--- config.mk ---
export PLATFORM = sky130hd
export DESIGN_NAME = langevin_trap_step_flat
export DESIGN_NICKNAME = d
export VERILOG_FILES = /design/src/design/lts_pkg.sv /design/src/design/lts_if.sv /design/src/design/langevin_trap_step.sv /design/src/design/lts_mul.sv /design/src/flat_wrapper.sv
export SDC_FILE = /design/constraint.sdc
export NUM_CORES = 2
export LEC_CHECK = 0
export BUFFER_PORTS_ARGS = -buffer_cell sky130_fd_sc_hd__clkbuf_2
export CAP_MARGIN = 20
export CORE_MARGIN = 10
export CORE_UTILIZATION = 59
export CTS_BUF_LIST = sky130_fd_sc_hd__clkbuf_4
export DETAILED_ROUTE_END_ITERATION = 8
export PLACE_DENSITY_LB_ADDON = 0.3
export REMOVE_ABC_BUFFERS = 1
export SKIP_CTS_REPAIR_TIMING = 1
export SYNTH_ARGS = -nofsm -noshare
export SYNTH_HDL_FRONTEND = slang
export SYNTH_SLANG_ARGS = --single-unit
--- constraint.sdc ---
create_clock -name clk -period 12.8 [get_ports clk]
set_clock_uncertainty 0.15 [all_clocks]
set_input_delay 1.28 -clock clk [delete_from_list [all_inputs] [get_ports clk]]
set_output_delay 1.28 -clock clk [all_outputs]
set_load 0.02 [all_outputs]
--- src/design/lts_pkg.sv ---
// Shared types, constants and helpers of the Langevin trap stepper.
// No dependencies; the interfaces, the top level, the multiplier and the bench import it.
package lts_pkg;

	localparam int FRAC_BITS  = 16;
	localparam int COUNT_BITS = 16;
	localparam int STEP_CNT_W = 16;
	localparam int LAST_W     = (COUNT_BITS > STEP_CNT_W) ? COUNT_BITS : STEP_CNT_W;

	typedef logic signed [31:0] fix_t;
	typedef logic        [30:0] ufix_t;
	typedef logic signed [32:0] mop_t;
	typedef logic signed [63:0] wide_t;

	localparam wide_t RND_HALF   = wide_t'(1) <<< (FRAC_BITS - 1);
	localparam wide_t RND_HALF_W = wide_t'(1) <<< FRAC_BITS;

	localparam ufix_t SPRING_K_RST    = 31'd65536;
	localparam ufix_t RELAX_RATE_RST  = 31'd65536;
	localparam fix_t  CENTER_RATE_RST = 32'sd0;
	localparam ufix_t TIME_STEP_RST   = 31'd6554;
	localparam ufix_t NOISE_SCALE_RST = 31'd29309;
	localparam logic [STEP_CNT_W-1:0] STEP_COUNT_RST = 16'd100;

	typedef enum logic [2:0] {
		CFG_SPRING_K    = 3'd0,
		CFG_RELAX_RATE  = 3'd1,
		CFG_CENTER_RATE = 3'd2,
		CFG_TIME_STEP   = 3'd3,
		CFG_NOISE_SCALE = 3'd4,
		CFG_STEP_COUNT  = 3'd5
	} cfg_reg_t;

	localparam int CFG_IDX_W = 3;

	// One request to the shared multiplier.
	typedef struct packed {
		mop_t a;
		mop_t b;
		logic extra_shift;
	} mul_req_t;

	function automatic fix_t sat32(input wide_t v);
		fix_t r;
		if (v > 64'sd2147483647) begin
			r = 32'sh7FFFFFFF;
		end else if (v < -64'sd2147483648) begin
			r = 32'sh80000000;
		end else begin
			r = v[31:0];
		end
		return r;
	endfunction

	function automatic mop_t s_op(input fix_t v);
		return mop_t'(v);
	endfunction

	function automatic mop_t u_op(input ufix_t v);
		return mop_t'({2'b00, v});
	endfunction

endpackage

--- src/design/lts_if.sv ---
// Valid/ready channels of the Langevin trap stepper: step requests and results.
// Depends on lts_pkg.
interface lts_in_if;
	import lts_pkg::*;
	logic valid;
	logic ready;
	logic kind;
	fix_t start_offset;
	fix_t start_center;
	fix_t noise;

	modport source (output valid, output kind, output start_offset,
		output start_center, output noise, input ready);
	modport sink (input valid, input kind, input start_offset,
		input start_center, input noise, output ready);
endinterface

interface lts_out_if;
	import lts_pkg::*;
	logic valid;
	logic ready;
	fix_t position;
	fix_t work;
	logic last;

	modport source (output valid, output position, output work, output last,
		input ready);
	modport sink (input valid, input position, input work, input last,
		output ready);
endinterface

--- src/design/langevin_trap_step.sv ---
// Langevin trap stepper top level: sequencer, state and configuration registers.
// Depends on lts_pkg, lts_if (lts_in_if, lts_out_if) and lts_mul.
//
// Steps one overdamped particle in a harmonic trap whose center moves at
// center_rate, Euler-Maruyama in signed Q16.16 with saturation, and keeps the
// work done on it. A start request (kind 0) loads position and center and
// clears work and step count. A step request (kind 1) runs seven products
// one after another through a single 33x33 multiplier, ordered by the
// chain through the new center, the drift and the work term. The block takes
// no request while one is in progress; a finished result waits in an output
// register, so the next request may be accepted before the result is taken.
// Every request gives one result.
module langevin_trap_step (
	input  logic                          clk,
	input  logic                          arst_n,
	lts_in_if.sink                        sample,
	lts_out_if.source                     result,
	input  logic                          cfg_we,
	input  logic [lts_pkg::CFG_IDX_W-1:0] cfg_index,
	input  logic [31:0]                   cfg_wdata
);
	import lts_pkg::*;

	typedef enum logic [11:0] {
		ST_IDLE = 12'h001,
		ST_C1   = 12'h002,
		ST_C2   = 12'h004,
		ST_C3   = 12'h008,
		ST_C4   = 12'h010,
		ST_C5   = 12'h020,
		ST_C6   = 12'h040,
		ST_C7   = 12'h080,
		ST_C8   = 12'h100,
		ST_C9   = 12'h200,
		ST_C10  = 12'h400,
		ST_DONE = 12'h800
	} state_t;

	state_t state_q;

	ufix_t spring_k_q;
	ufix_t relax_rate_q;
	fix_t  center_rate_q;
	ufix_t time_step_q;
	ufix_t noise_scale_q;
	logic [STEP_CNT_W-1:0] step_count_q;

	fix_t pos_q;
	fix_t center_q;
	fix_t work_q;
	logic [COUNT_BITS-1:0] steps_q;

	fix_t  noise_q;
	fix_t  newc_q;
	wide_t sq0_q;
	fix_t  n_q;
	fix_t  dsq_q;

	logic out_valid_q;
	fix_t out_pos_q;
	fix_t out_work_q;
	logic out_last_q;

	mul_req_t mreq;
	wide_t    rnd_wide;
	fix_t     rnd_sat;
	fix_t     d0;
	fix_t     d1;
	logic     in_acc;
	logic     out_load;

	lts_mul u_mul (
		.clk      (clk),
		.req      (mreq),
		.rnd_wide (rnd_wide),
		.rnd_sat  (rnd_sat)
	);

	assign sample.ready = (state_q == ST_IDLE);
	assign in_acc       = sample.valid && sample.ready;
	assign out_load     = (state_q == ST_DONE) && (!out_valid_q || result.ready);

	assign d0 = sat32(wide_t'(pos_q) - wide_t'(center_q));
	assign d1 = sat32(wide_t'(pos_q) - wide_t'(newc_q));

	// Operand select for the shared multiplier.
	always_comb begin
		mreq = '0;
		case (state_q)
			ST_C1: begin
				mreq.a = s_op(center_rate_q);
				mreq.b = u_op(time_step_q);
			end
			ST_C2: begin
				mreq.a = s_op(d0);
				mreq.b = s_op(d0);
			end
			ST_C3: begin
				mreq.a = s_op(noise_q);
				mreq.b = u_op(noise_scale_q);
			end
			ST_C4: begin
				mreq.a = s_op(d1);
				mreq.b = s_op(d1);
			end
			ST_C5: begin
				mreq.a = u_op(relax_rate_q);
				mreq.b = s_op(d1);
			end
			ST_C7: begin
				mreq.a = s_op(rnd_sat);
				mreq.b = u_op(time_step_q);
			end
			ST_C8: begin
				mreq.a = u_op(spring_k_q);
				mreq.b = s_op(dsq_q);
				mreq.extra_shift = 1'b1;
			end
			default: begin
				mreq = '0;
			end
		endcase
	end

	always_ff @(posedge clk or negedge arst_n) begin
		if (!arst_n) begin
			spring_k_q    <= SPRING_K_RST;
			relax_rate_q  <= RELAX_RATE_RST;
			center_rate_q <= CENTER_RATE_RST;
			time_step_q   <= TIME_STEP_RST;
			noise_scale_q <= NOISE_SCALE_RST;
			step_count_q  <= STEP_COUNT_RST;
		end else if (cfg_we) begin
			case (cfg_reg_t'(cfg_index))
				CFG_SPRING_K:    spring_k_q    <= cfg_wdata[30:0];
				CFG_RELAX_RATE:  relax_rate_q  <= cfg_wdata[30:0];
				CFG_CENTER_RATE: center_rate_q <= cfg_wdata;
				CFG_TIME_STEP:   time_step_q   <= cfg_wdata[30:0];
				CFG_NOISE_SCALE: noise_scale_q <= cfg_wdata[30:0];
				CFG_STEP_COUNT:  step_count_q  <= cfg_wdata[STEP_CNT_W-1:0];
				default: begin
					// drop writes beyond the register list
				end
			endcase
		end
	end

	// Sequencer and particle state.
	always_ff @(posedge clk or negedge arst_n) begin
		if (!arst_n) begin
			state_q     <= ST_IDLE;
			pos_q       <= '0;
			center_q    <= '0;
			work_q      <= '0;
			steps_q     <= '0;
			out_valid_q <= 1'b0;
		end else begin
			// load a new result, or drop the one just taken
			if (out_load) begin
				out_valid_q <= 1'b1;
			end else if (out_valid_q && result.ready) begin
				out_valid_q <= 1'b0;
			end
			case (state_q)
				ST_IDLE: begin
					if (in_acc) begin
						if (!sample.kind) begin
							pos_q    <= sat32(wide_t'(sample.start_offset)
								+ wide_t'(sample.start_center));
							center_q <= sample.start_center;
							work_q   <= '0;
							steps_q  <= '0;
							state_q  <= ST_DONE;
						end else begin
							state_q <= ST_C1;
						end
					end
				end
				ST_C1: state_q <= ST_C2;
				ST_C2: state_q <= ST_C3;
				ST_C3: state_q <= ST_C4;
				ST_C4: state_q <= ST_C5;
				ST_C5: state_q <= ST_C6;
				ST_C6: state_q <= ST_C7;
				ST_C7: state_q <= ST_C8;
				ST_C8: state_q <= ST_C9;
				ST_C9: begin
					// drift from the multiplier, noise term held since C5
					pos_q    <= sat32(wide_t'(pos_q) - wide_t'(rnd_sat) + wide_t'(n_q));
					center_q <= newc_q;
					state_q  <= ST_C10;
				end
				ST_C10: begin
					work_q <= sat32(wide_t'(work_q) + wide_t'(rnd_sat));
					if (steps_q != {COUNT_BITS{1'b1}}) begin
						steps_q <= steps_q + 1'b1;
					end
					state_q <= ST_DONE;
				end
				ST_DONE: begin
					if (out_load) begin
						state_q <= ST_IDLE;
					end
				end
				default: state_q <= ST_IDLE;
			endcase
		end
	end

	// Intermediate terms and result payload.
	always_ff @(posedge clk) begin
		if (in_acc) begin
			noise_q <= sample.noise;
		end
		if (state_q == ST_C3) begin
			newc_q <= sat32(wide_t'(center_q) + wide_t'(rnd_sat));
		end
		if (state_q == ST_C4) begin
			sq0_q <= rnd_wide;
		end
		if (state_q == ST_C5) begin
			n_q <= rnd_sat;
		end
		if (state_q == ST_C6) begin
			dsq_q <= sat32(rnd_wide - sq0_q);
		end
		if (out_load) begin
			out_pos_q  <= pos_q;
			out_work_q <= work_q;
			out_last_q <= (LAST_W'(steps_q) == LAST_W'(step_count_q));
		end
	end

	assign result.valid    = out_valid_q;
	assign result.position = out_pos_q;
	assign result.work     = out_work_q;
	assign result.last     = out_last_q;
endmodule

--- src/design/lts_mul.sv ---
// Shared 33x33 signed multiplier with round-half-up and saturation, two stages.
// Depends on lts_pkg.
module lts_mul (
	input  logic              clk,
	input  lts_pkg::mul_req_t req,
	output lts_pkg::wide_t    rnd_wide,
	output lts_pkg::fix_t     rnd_sat
);
	import lts_pkg::*;

	logic signed [65:0] prod_full;
	wide_t prod_s1;
	logic  extra_s1;
	wide_t rnd;
	wide_t rnd_wide_s2;
	fix_t  rnd_sat_s2;

	assign prod_full = req.a * req.b;

	always_ff @(posedge clk) begin
		prod_s1  <= prod_full[63:0];
		extra_s1 <= req.extra_shift;
	end

	// Add half an output LSB, then floor by arithmetic shift.
	always_comb begin
		if (extra_s1) begin
			rnd = (prod_s1 + RND_HALF_W) >>> (FRAC_BITS + 1);
		end else begin
			rnd = (prod_s1 + RND_HALF) >>> FRAC_BITS;
		end
	end

	always_ff @(posedge clk) begin
		rnd_wide_s2 <= rnd;
		rnd_sat_s2  <= sat32(rnd);
	end

	assign rnd_wide = rnd_wide_s2;
	assign rnd_sat  = rnd_sat_s2;
endmodule

--- src/flat_wrapper.sv ---
// flat-port wrapper written by rule: the top's interface ports become plain ports
module langevin_trap_step_flat import lts_pkg::*;
  (clk, arst_n, cfg_we, cfg_index, cfg_wdata, sample_valid, sample_kind, sample_start_offset, sample_start_center, sample_noise, sample_ready, result_valid, result_position, result_work, result_last, result_ready);
  lts_in_if sample_i ();
  lts_out_if result_i ();
  input  logic clk;
  input  logic arst_n;
  input  logic cfg_we;
  input  logic [lts_pkg::CFG_IDX_W-1:0] cfg_index;
  input  logic [31:0] cfg_wdata;
  input wire logic [$bits(sample_i.valid)-1:0] sample_valid;
  input wire logic [$bits(sample_i.kind)-1:0] sample_kind;
  input wire logic [$bits(sample_i.start_offset)-1:0] sample_start_offset;
  input wire logic [$bits(sample_i.start_center)-1:0] sample_start_center;
  input wire logic [$bits(sample_i.noise)-1:0] sample_noise;
  output wire logic [$bits(sample_i.ready)-1:0] sample_ready;
  output wire logic [$bits(result_i.valid)-1:0] result_valid;
  output wire logic [$bits(result_i.position)-1:0] result_position;
  output wire logic [$bits(result_i.work)-1:0] result_work;
  output wire logic [$bits(result_i.last)-1:0] result_last;
  input wire logic [$bits(result_i.ready)-1:0] result_ready;
  assign sample_i.valid = sample_valid;
  assign sample_i.kind = sample_kind;
  assign sample_i.start_offset = sample_start_offset;
  assign sample_i.start_center = sample_start_center;
  assign sample_i.noise = sample_noise;
  assign sample_ready = sample_i.ready;
  assign result_valid = result_i.valid;
  assign result_position = result_i.position;
  assign result_work = result_i.work;
  assign result_last = result_i.last;
  assign result_i.ready = result_ready;
  langevin_trap_step u_core (.clk(clk), .arst_n(arst_n), .sample(sample_i), .result(result_i), .cfg_we(cfg_we), .cfg_index(cfg_index), .cfg_wdata(cfg_wdata));
endmodule
======== Yosys cells after proc, flatten, opt, wreduce, memory -nomap -nowiden ========
Cells that the tools add are included.
storage, ports and cells
  input bits .............................. 137
  logic and storage cells ................. 129
  output and inout bits ................... 67
  flip-flop bits (word level) ............. 715
operators by class
  add/subtract/negate cells ............... 11
  equal/unequal tests ..................... 23
  reductions and logical operators ........ 19
  multiply operators ...................... 1
  magnitude comparators ................... 16
  muxes and demuxes ....................... 35
operators by type and width
  kind                                                                            count
  32-bit 2-to-1 mux                                                               19
  64-bit by 32-bit > comparator with 1-bit output, second input constant          8
  64-bit by 32-bit less-than comparator with 1-bit output, second input constant  8
  66-bit case mux with 7 select lines                                             1
  32-bit case mux with 2 select lines                                             3
  12-bit case mux with 12 select lines                                            1
  32-bit by 32-bit adder with 33-bit output                                       3
  32-bit by 32-bit subtractor with 33-bit output                                  3
  64-bit by 17-bit adder with 64-bit output, second input constant                1
  64-bit by 18-bit adder with 64-bit output, second input constant                1
  33-bit by 33-bit multiplier with 64-bit output                                  1
  64-bit 2-to-1 mux                                                               1
  64-bit subtractor                                                               1
  16-bit 2-to-1 mux                                                               3
  12-bit 2-to-1 mux                                                               3
  33-bit by 32-bit adder with 34-bit output                                       1
  16-bit case mux with 2 select lines                                             1
  16-bit by 1-bit adder with 16-bit output, second input constant                 1
  16-bit equality test                                                            1
  16-bit inequality test, second input constant                                   1
  2-bit AND reduction                                                             7
  12-bit by 1-bit equality test with 1-bit output, second input constant          1
  12-bit by 10-bit equality test with 1-bit output, second input constant         1
  12-bit by 11-bit equality test with 1-bit output, second input constant         1
  other kinds (22)                                                                33

======== Longest topological paths before layout ========
  depth after elaboration ................. 7
  gate-level depth with buffers ........... 51
  gate-level depth less buffers ........... 50

======== Hierarchy ========
Synthesis repeated with hierarchy kept, for this count alone.
unflattened totals
  cell total of the unflattened synthesis .. 8606
  area total of the unflattened synthesis .. 82031.2 um^2
by module, submodules not included
  module              area an instance (um^2)  cells each  times used  seq. area each (um^2)
  lts_mul             43315.3                  4633        1           2602.5
  langevin_trap_step  38715.9                  3973        1           15178.3

======== Least setup slack after synthesis ========
Ideal clock, no wire load.
  path kind ............................... register to register
  start ................................... reg u_core.state_q[4]
  end ..................................... reg u_core.u_mul.prod_s1[63]
  path buffers ............................ 5
  path slack .............................. 1.006 ns
  data required time ...................... 12.529 ns
  cell stages (with the launch flop) ...... 36
  arrival ................................. 11.523 ns
  period minus slack after synthesis ...... 11.794 ns
  setup time .............................. 0.121 ns
  path through ............................ dfrtp_1 nor4_1 nand2_1 nor2_1 and3_1 clkbuf_1 clkbuf_1 buf_1 clkbuf_1 a221oi_1 nand2_1 clkbuf_1 nand2_1 fa_1 fa_1 inv_1 fa_1 inv_1 fa_1 inv_1 fa_1 fa_1 fa_1 inv_1 fa_1 inv_1 ha_1 a21oi_1 o21bai_1 a21oi_1 o21ai_0 o41ai_1 a21oi_1 a211oi_1 o21bai_1 xnor2_1
on the way
  word-level cells in the longest chain between the ends .. 3
  elaborated cells on any way between the ends .. 9
  classes of those cells .................. 1 x mul; 7 x eq/ne; 1 x mux
RTL lines
  element                                                                  line                       RTL
  from (decl)                                                              langevin_trap_step.sv:39   state_t state_q;
  from (signal assigned)                                                   langevin_trap_step.sv:151  state_q <= ST_IDLE;
  from (signal assigned)                                                   langevin_trap_step.sv:173  state_q <= ST_DONE;
  from (signal assigned)                                                   langevin_trap_step.sv:175  state_q <= ST_C1;
  12-bit by 9-bit equality test with 1-bit output (tied with other cells)  langevin_trap_step.sv:89   case (state_q)
  66-bit case mux with 7 select lines *                                    langevin_trap_step.sv:89
  33-bit by 33-bit multiplier with 64-bit output *                         lts_mul.sv:18              assign prod_full = req.a * req.b;
  named net u_core.u_mul.prod_full[63]                                     lts_mul.sv:11              logic signed [65:0] prod_full;
  to (signal assigned)                                                     lts_mul.sv:21              prod_s1 <= prod_full[63:0];
  to (decl)                                                                lts_mul.sv:12              wide_t prod_s1;
The timed path passes the listed nets; every way through them passes the cells marked *.
A chain may end at the register's enable or synchronous reset.

======== Worst setup path in the final report ========
  start ................................... reg u_core.center_q[1]
  end ..................................... reg u_core.u_mul.prod_s1[63]
on the way
  word-level cells in the longest chain between the ends .. 6
  elaborated cells on any way between the ends .. 7
  classes of those cells .................. 1 x add/sub; 1 x mul; 2 x order compare; 3 x mux
RTL lines
  element                                                  line                       RTL
  from (decl)                                              langevin_trap_step.sv:49   fix_t center_q;
  from (signal assigned)                                   langevin_trap_step.sv:170  center_q <= sample.start_center;
  from (signal assigned)                                   langevin_trap_step.sv:190  center_q <= newc_q;
  32-bit by 32-bit subtractor with 33-bit output *         langevin_trap_step.sv:83   assign d0 = sat32(wide_t'(pos_q) - wide_t'(center_q));
  64-bit by 32-bit less-than comparator with 1-bit output  lts_pkg.sv:47              end else if (v < -64'sd2147483648) begin
  32-bit 2-to-1 mux                                        lts_pkg.sv:47
  32-bit 2-to-1 mux *                                      lts_pkg.sv:45              if (v > 64'sd2147483647) begin
  66-bit case mux with 7 select lines *                    langevin_trap_step.sv:89
  33-bit by 33-bit multiplier with 64-bit output *         lts_mul.sv:18
  named net u_core.u_mul.prod_full[63]                     lts_mul.sv:11
Marked as above.

==> metrics.log <==
[metrics] warning count from the yosys run: 0
[metrics] mean post-synth cell area: 9.24 um^2
[metrics] worst path required time: 13,590 ps
[metrics] wire length per cell: 25.2 um
[metrics] Starting Density: 59.5%
[metrics] maximum ir drop on the vdd rail: 0.106 mV
[metrics] die height: 382 um
[metrics] Max Cap Viol: 0
[metrics] max-slew violations: 0
[metrics] largest family of logic cells by synthesized area: adder cells
[metrics] FP Rows: 132
[metrics] most frequent cells in the layout: 1,590 x sky130_fd_sc_hd__inv_1, 1,142 x sky130_fd_sc_hd__fa_1, 957 x sky130_fd_sc_hd__nand2_1, 627 x sky130_fd_sc_hd__nor2_1, 454 x sky130_fd_sc_hd__ha_1
[metrics] result of the run: complete, but fails checks
[metrics] leakage dissipation: 42.3 nW
[metrics] via count of the first global-routing pass: ~66k
[metrics] worst-case setup slack after placement: 426 ps
[metrics] clock network latency to the later pin of the worst-skew pair: ~1100 ps
[metrics] fraction of the cycle the final worst path needs: 96.5%
[metrics] area of the core: 130,000 um^2
[metrics] proportion of synthesized chip area in sequential cells: about 22%
[metrics] maximum buffer depth of the clock tree: 3
[metrics] Setup crit end kind: register
[metrics] cell seen most often among critical-path stages: sky130_fd_sc_hd__fa_1
[metrics] total count of hold-check failures in the final report: 0
[metrics] placed wire-length estimate after detailed placement: between 200,000 and 250,000 um
[metrics] proportion of register bits with asynchronous set or reset after synthesis: 44.5%
[metrics] adder-cell share of the synthesized area: 37.1%
[metrics] share of layout cells above drive strength 1: approximately an eighth
[metrics] compound-cell area share of the yosys netlist: 11.4%
[metrics] share of synthesized area spent on multiplexers: 2.66%
[metrics] io pins: 204
[metrics] crit path max fanout: 9
[metrics] number of enable-type register cells in the synthesized netlist: 241
[metrics] sink count of the clock tree: about 670
[metrics] Setup Crit Path Kind: reg -> reg
[metrics] mean number of vias per cell: between 6 and 7
[metrics] area fraction in and, or, nand and nor cells after synthesis: 12.9%
[metrics] type of the worst min-delay path: in -> async
[metrics] number of synthesized register bits: 668
[metrics] area of the mapped netlist: 77,300 um^2
[metrics] worst slack on hold paths: 79.8 ps
[metrics] TritonCTS clock tree: yes
[metrics] all-layer global routing usage: 36.3%
[metrics] RSZ-0062 raised after global routing: true
[metrics] Cells after Synth: 8,362
[metrics] Congestion Overflow GR: 0
[metrics] layout net count: about 10k
[metrics] overall routed net length: 266,000 um
[metrics] most common library cell in the layout ignoring fill and taps: sky130_fd_sc_hd__inv_1
[metrics] Largest stage delay, worst path: 620 ps
[metrics] launching element type of the critical path: register
[metrics] routed via count: ~64k
[metrics] post-layout minimum cycle time: 12,360 ps
[metrics] Synth Area in XOR/XNOR: 4.00%
[metrics] final count of negative-setup-slack endpoints: 0
[metrics] filler cell count: 10.7k
[metrics] detailed-router iteration count before antenna repair: 9
[metrics] main flop type after synthesis: sky130_fd_sc_hd__dfrtp_1
[metrics] setup slack of the critical path after layout: 443 ps
[metrics] die boundary width: between 300 and 400 um
[metrics] worst slew margin relative to its limit: 2.16%
[metrics] CTS root buffer: sky130_fd_sc_hd__clkbuf_4
[metrics] number of remaining DRC errors: 1
[metrics] CTS clock-pin slew for the worst setup and hold paths: ~70 ps
[metrics] number of antenna violations at the first check in global routing: 24
[metrics] Max Clk Rate: around 81 MHz
[metrics] cts bufs inserted: 175
[metrics] placer's final routability congestion estimate: 1.05
[metrics] number of different library cells in the post-synthesis netlist: 96
[metrics] area added between synthesis and finish: 9.14%
[metrics] first-pass GRT wire length: 402,000 um
[metrics] largest net degree at the start of global routing: 109
[metrics] worst path arrival time: 13,150 ps
[metrics] iteration-0 DRC count of the detailed router: 6,588
[metrics] die area: 146,000 um^2
[metrics] worst slew pin tran: 1470 ps
[metrics] count of H-tree levels built during CTS: 4
[metrics] failing checks: design-rule violations
[metrics] total of buffers placed on input and output ports: 203
[metrics] PD cells: 125 nW/um^2
[metrics] cell at the slowest stage of the critical path: sky130_fd_sc_hd__a2111o_1
[metrics] post-route antenna net violation count: 0
-- registers in the layout (all words and copies together), names as in the netlist, 12 cells and up --
register                flops
u_core.time_step_q         31
u_core.pos_q               32
u_core.steps_q             16
u_core.dsq_q               32
u_core.sq0_q               48
u_core.relax_rate_q        31
u_core.noise_scale_q       31
u_core.center_rate_q       32
u_core.n_q                 32
u_core.result.work         32
u_core.center_q            32
u_core.newc_q              32
u_core.u_mul.rnd_sat       32
u_core.spring_k_q          31
u_core.work_q              32
u_core.result.position     32
u_core.step_count_q        16
u_core.state_q             12
u_core.u_mul.rnd_wide      48
u_core.noise_q             32
u_core.u_mul.prod_s1       49
-- synth_stat cells, types with 22 or more instances --
cell type | count | area [um^2]
sky130_fd_sc_hd__o211ai_1 | 27 | 203
sky130_fd_sc_hd__buf_1 | 22 | 82.6
sky130_fd_sc_hd__inv_1 | 1594 | 5980
sky130_fd_sc_hd__o21bai_1 | 52 | 390
sky130_fd_sc_hd__nand4_1 | 67 | 419
sky130_fd_sc_hd__nand2b_1 | 56 | 350
sky130_fd_sc_hd__a21o_1 | 139 | 1040
sky130_fd_sc_hd__nor2b_1 | 72 | 450
sky130_fd_sc_hd__dfxtp_1 | 130 | 2600
sky130_fd_sc_hd__nand3_1 | 90 | 450
sky130_fd_sc_hd__nand2_1 | 957 | 3590
sky130_fd_sc_hd__o31ai_1 | 23 | 173
sky130_fd_sc_hd__a31oi_1 | 70 | 438
sky130_fd_sc_hd__dfstp_2 | 23 | 604
sky130_fd_sc_hd__and2_1 | 83 | 519
sky130_fd_sc_hd__or3_1 | 29 | 181
sky130_fd_sc_hd__fa_1 | 1142 | 22900
sky130_fd_sc_hd__nor3_1 | 100 | 500
sky130_fd_sc_hd__xor2_1 | 134 | 1170
sky130_fd_sc_hd__o21a_1 | 34 | 255
sky130_fd_sc_hd__o22ai_1 | 41 | 257
sky130_fd_sc_hd__edfxtp_1 | 241 | 7240
sky130_fd_sc_hd__a222oi_1 | 44 | 440
sky130_fd_sc_hd__clkbuf_1 | 336 | 1260
sky130_fd_sc_hd__dfrtp_1 | 274 | 6860
sky130_fd_sc_hd__a21oi_1 | 386 | 1930
sky130_fd_sc_hd__a22oi_1 | 78 | 586
sky130_fd_sc_hd__nor2_1 | 630 | 2360
sky130_fd_sc_hd__xnor2_1 | 219 | 1920
sky130_fd_sc_hd__o21ai_0 | 234 | 1170
sky130_fd_sc_hd__ha_1 | 454 | 5680
sky130_fd_sc_hd__mux2_2 | 179 | 2020
sky130_fd_sc_hd__and3_1 | 46 | 288
-- critical path: cells and delay by family (launching register included) --
family / cells / cell delay (ps)
xor gates and xnor gates: 1 / 140
buffers and inverters: 11 / 1340
adders and majority gates: 10 / 4810
AOI/OAI and AO/OA: 13 / 3590
and+or+nand+nor: 7 / 1720
DFF: 1 / 460
-- cell families after synthesis --
family / Yosys count
AOI/OAI and AO/OA: 1351
xor gates and xnor gates: 353
adders and majority gates: 1608
buffers and inverters: 1964
DFF: 668
muxes: 183
and+or+nand+nor: 2235
-- area by class of cell --
| type | instances | area, um^2 | share of cell area [%] |
|---|---|---|---|
| timing repair buffer | 494 | 3460 | 4.11 |
| inverter | 1596 | 6000 | 7.11 |
| clock inverter | 60 | 399 | 0.473 |
| antenna | 12 | 30.0 | 0.0356 |
| clock buffer | 271 | 2030 | 2.41 |
| sequential | 668 | 17300 | 20.5 |
| multi-input combinational | 5730 | 52900 | 62.8 |
| tap | 1742 | 2180 | 2.58 |
-- per-stage QoR --
step,setup TNS (ps),std cells,total power (W),utilization [%],area [um^2]
global placement,0,10217,0.00824,62.9,81700
finish,0,10573,0.0106,65.0,84300
floorplan,-7470,7994,0.00646,-,75900
detailed placement,0,10217,0.00834,62.9,81700
global route,-150,10563,0.0112,65.0,84300
CTS,0,10548,0.0104,64.8,84100
-- routing by layer --
metal	GRT usage, %	vias to the layer above	routed length [um]
li1	-	27592	-
met1	45.0	31494	97700
met2	55.3	3666	117000
met3	11.1	872	31100
met4	22.6	14	20100
met5	0.0991	-	80
-- path summary, 6_finish.rpt --
check	from	endpoint	slack, ps	cells after the start
setup / recovery	u_core.center_q[1]	u_core.u_mul.prod_s1[63]	440	42
hold / removal	arst_n	u_core.work_q[23]	80	1
setup reg to reg	u_core.center_q[1]	u_core.u_mul.prod_s1[63]	440	42
hold reg to reg	u_core.u_mul.rnd_wide[30]	u_core.sq0_q[30]	280	0
max in group asynchronous	arst_n	u_core.center_q[13]	10990	2
min in group clk	sample_noise[27]	u_core.noise_q[27]	270	1
-- report_power, final --
part	internal, W	total [W]	switching, W
clock network	0.00106	0.00202	0.000963
registers	0.00263	0.00303	0.000399
logic	0.00205	0.00551	0.00346
total	0.00574	0.0106	0.00483
(Power assumes the default switching activity.)
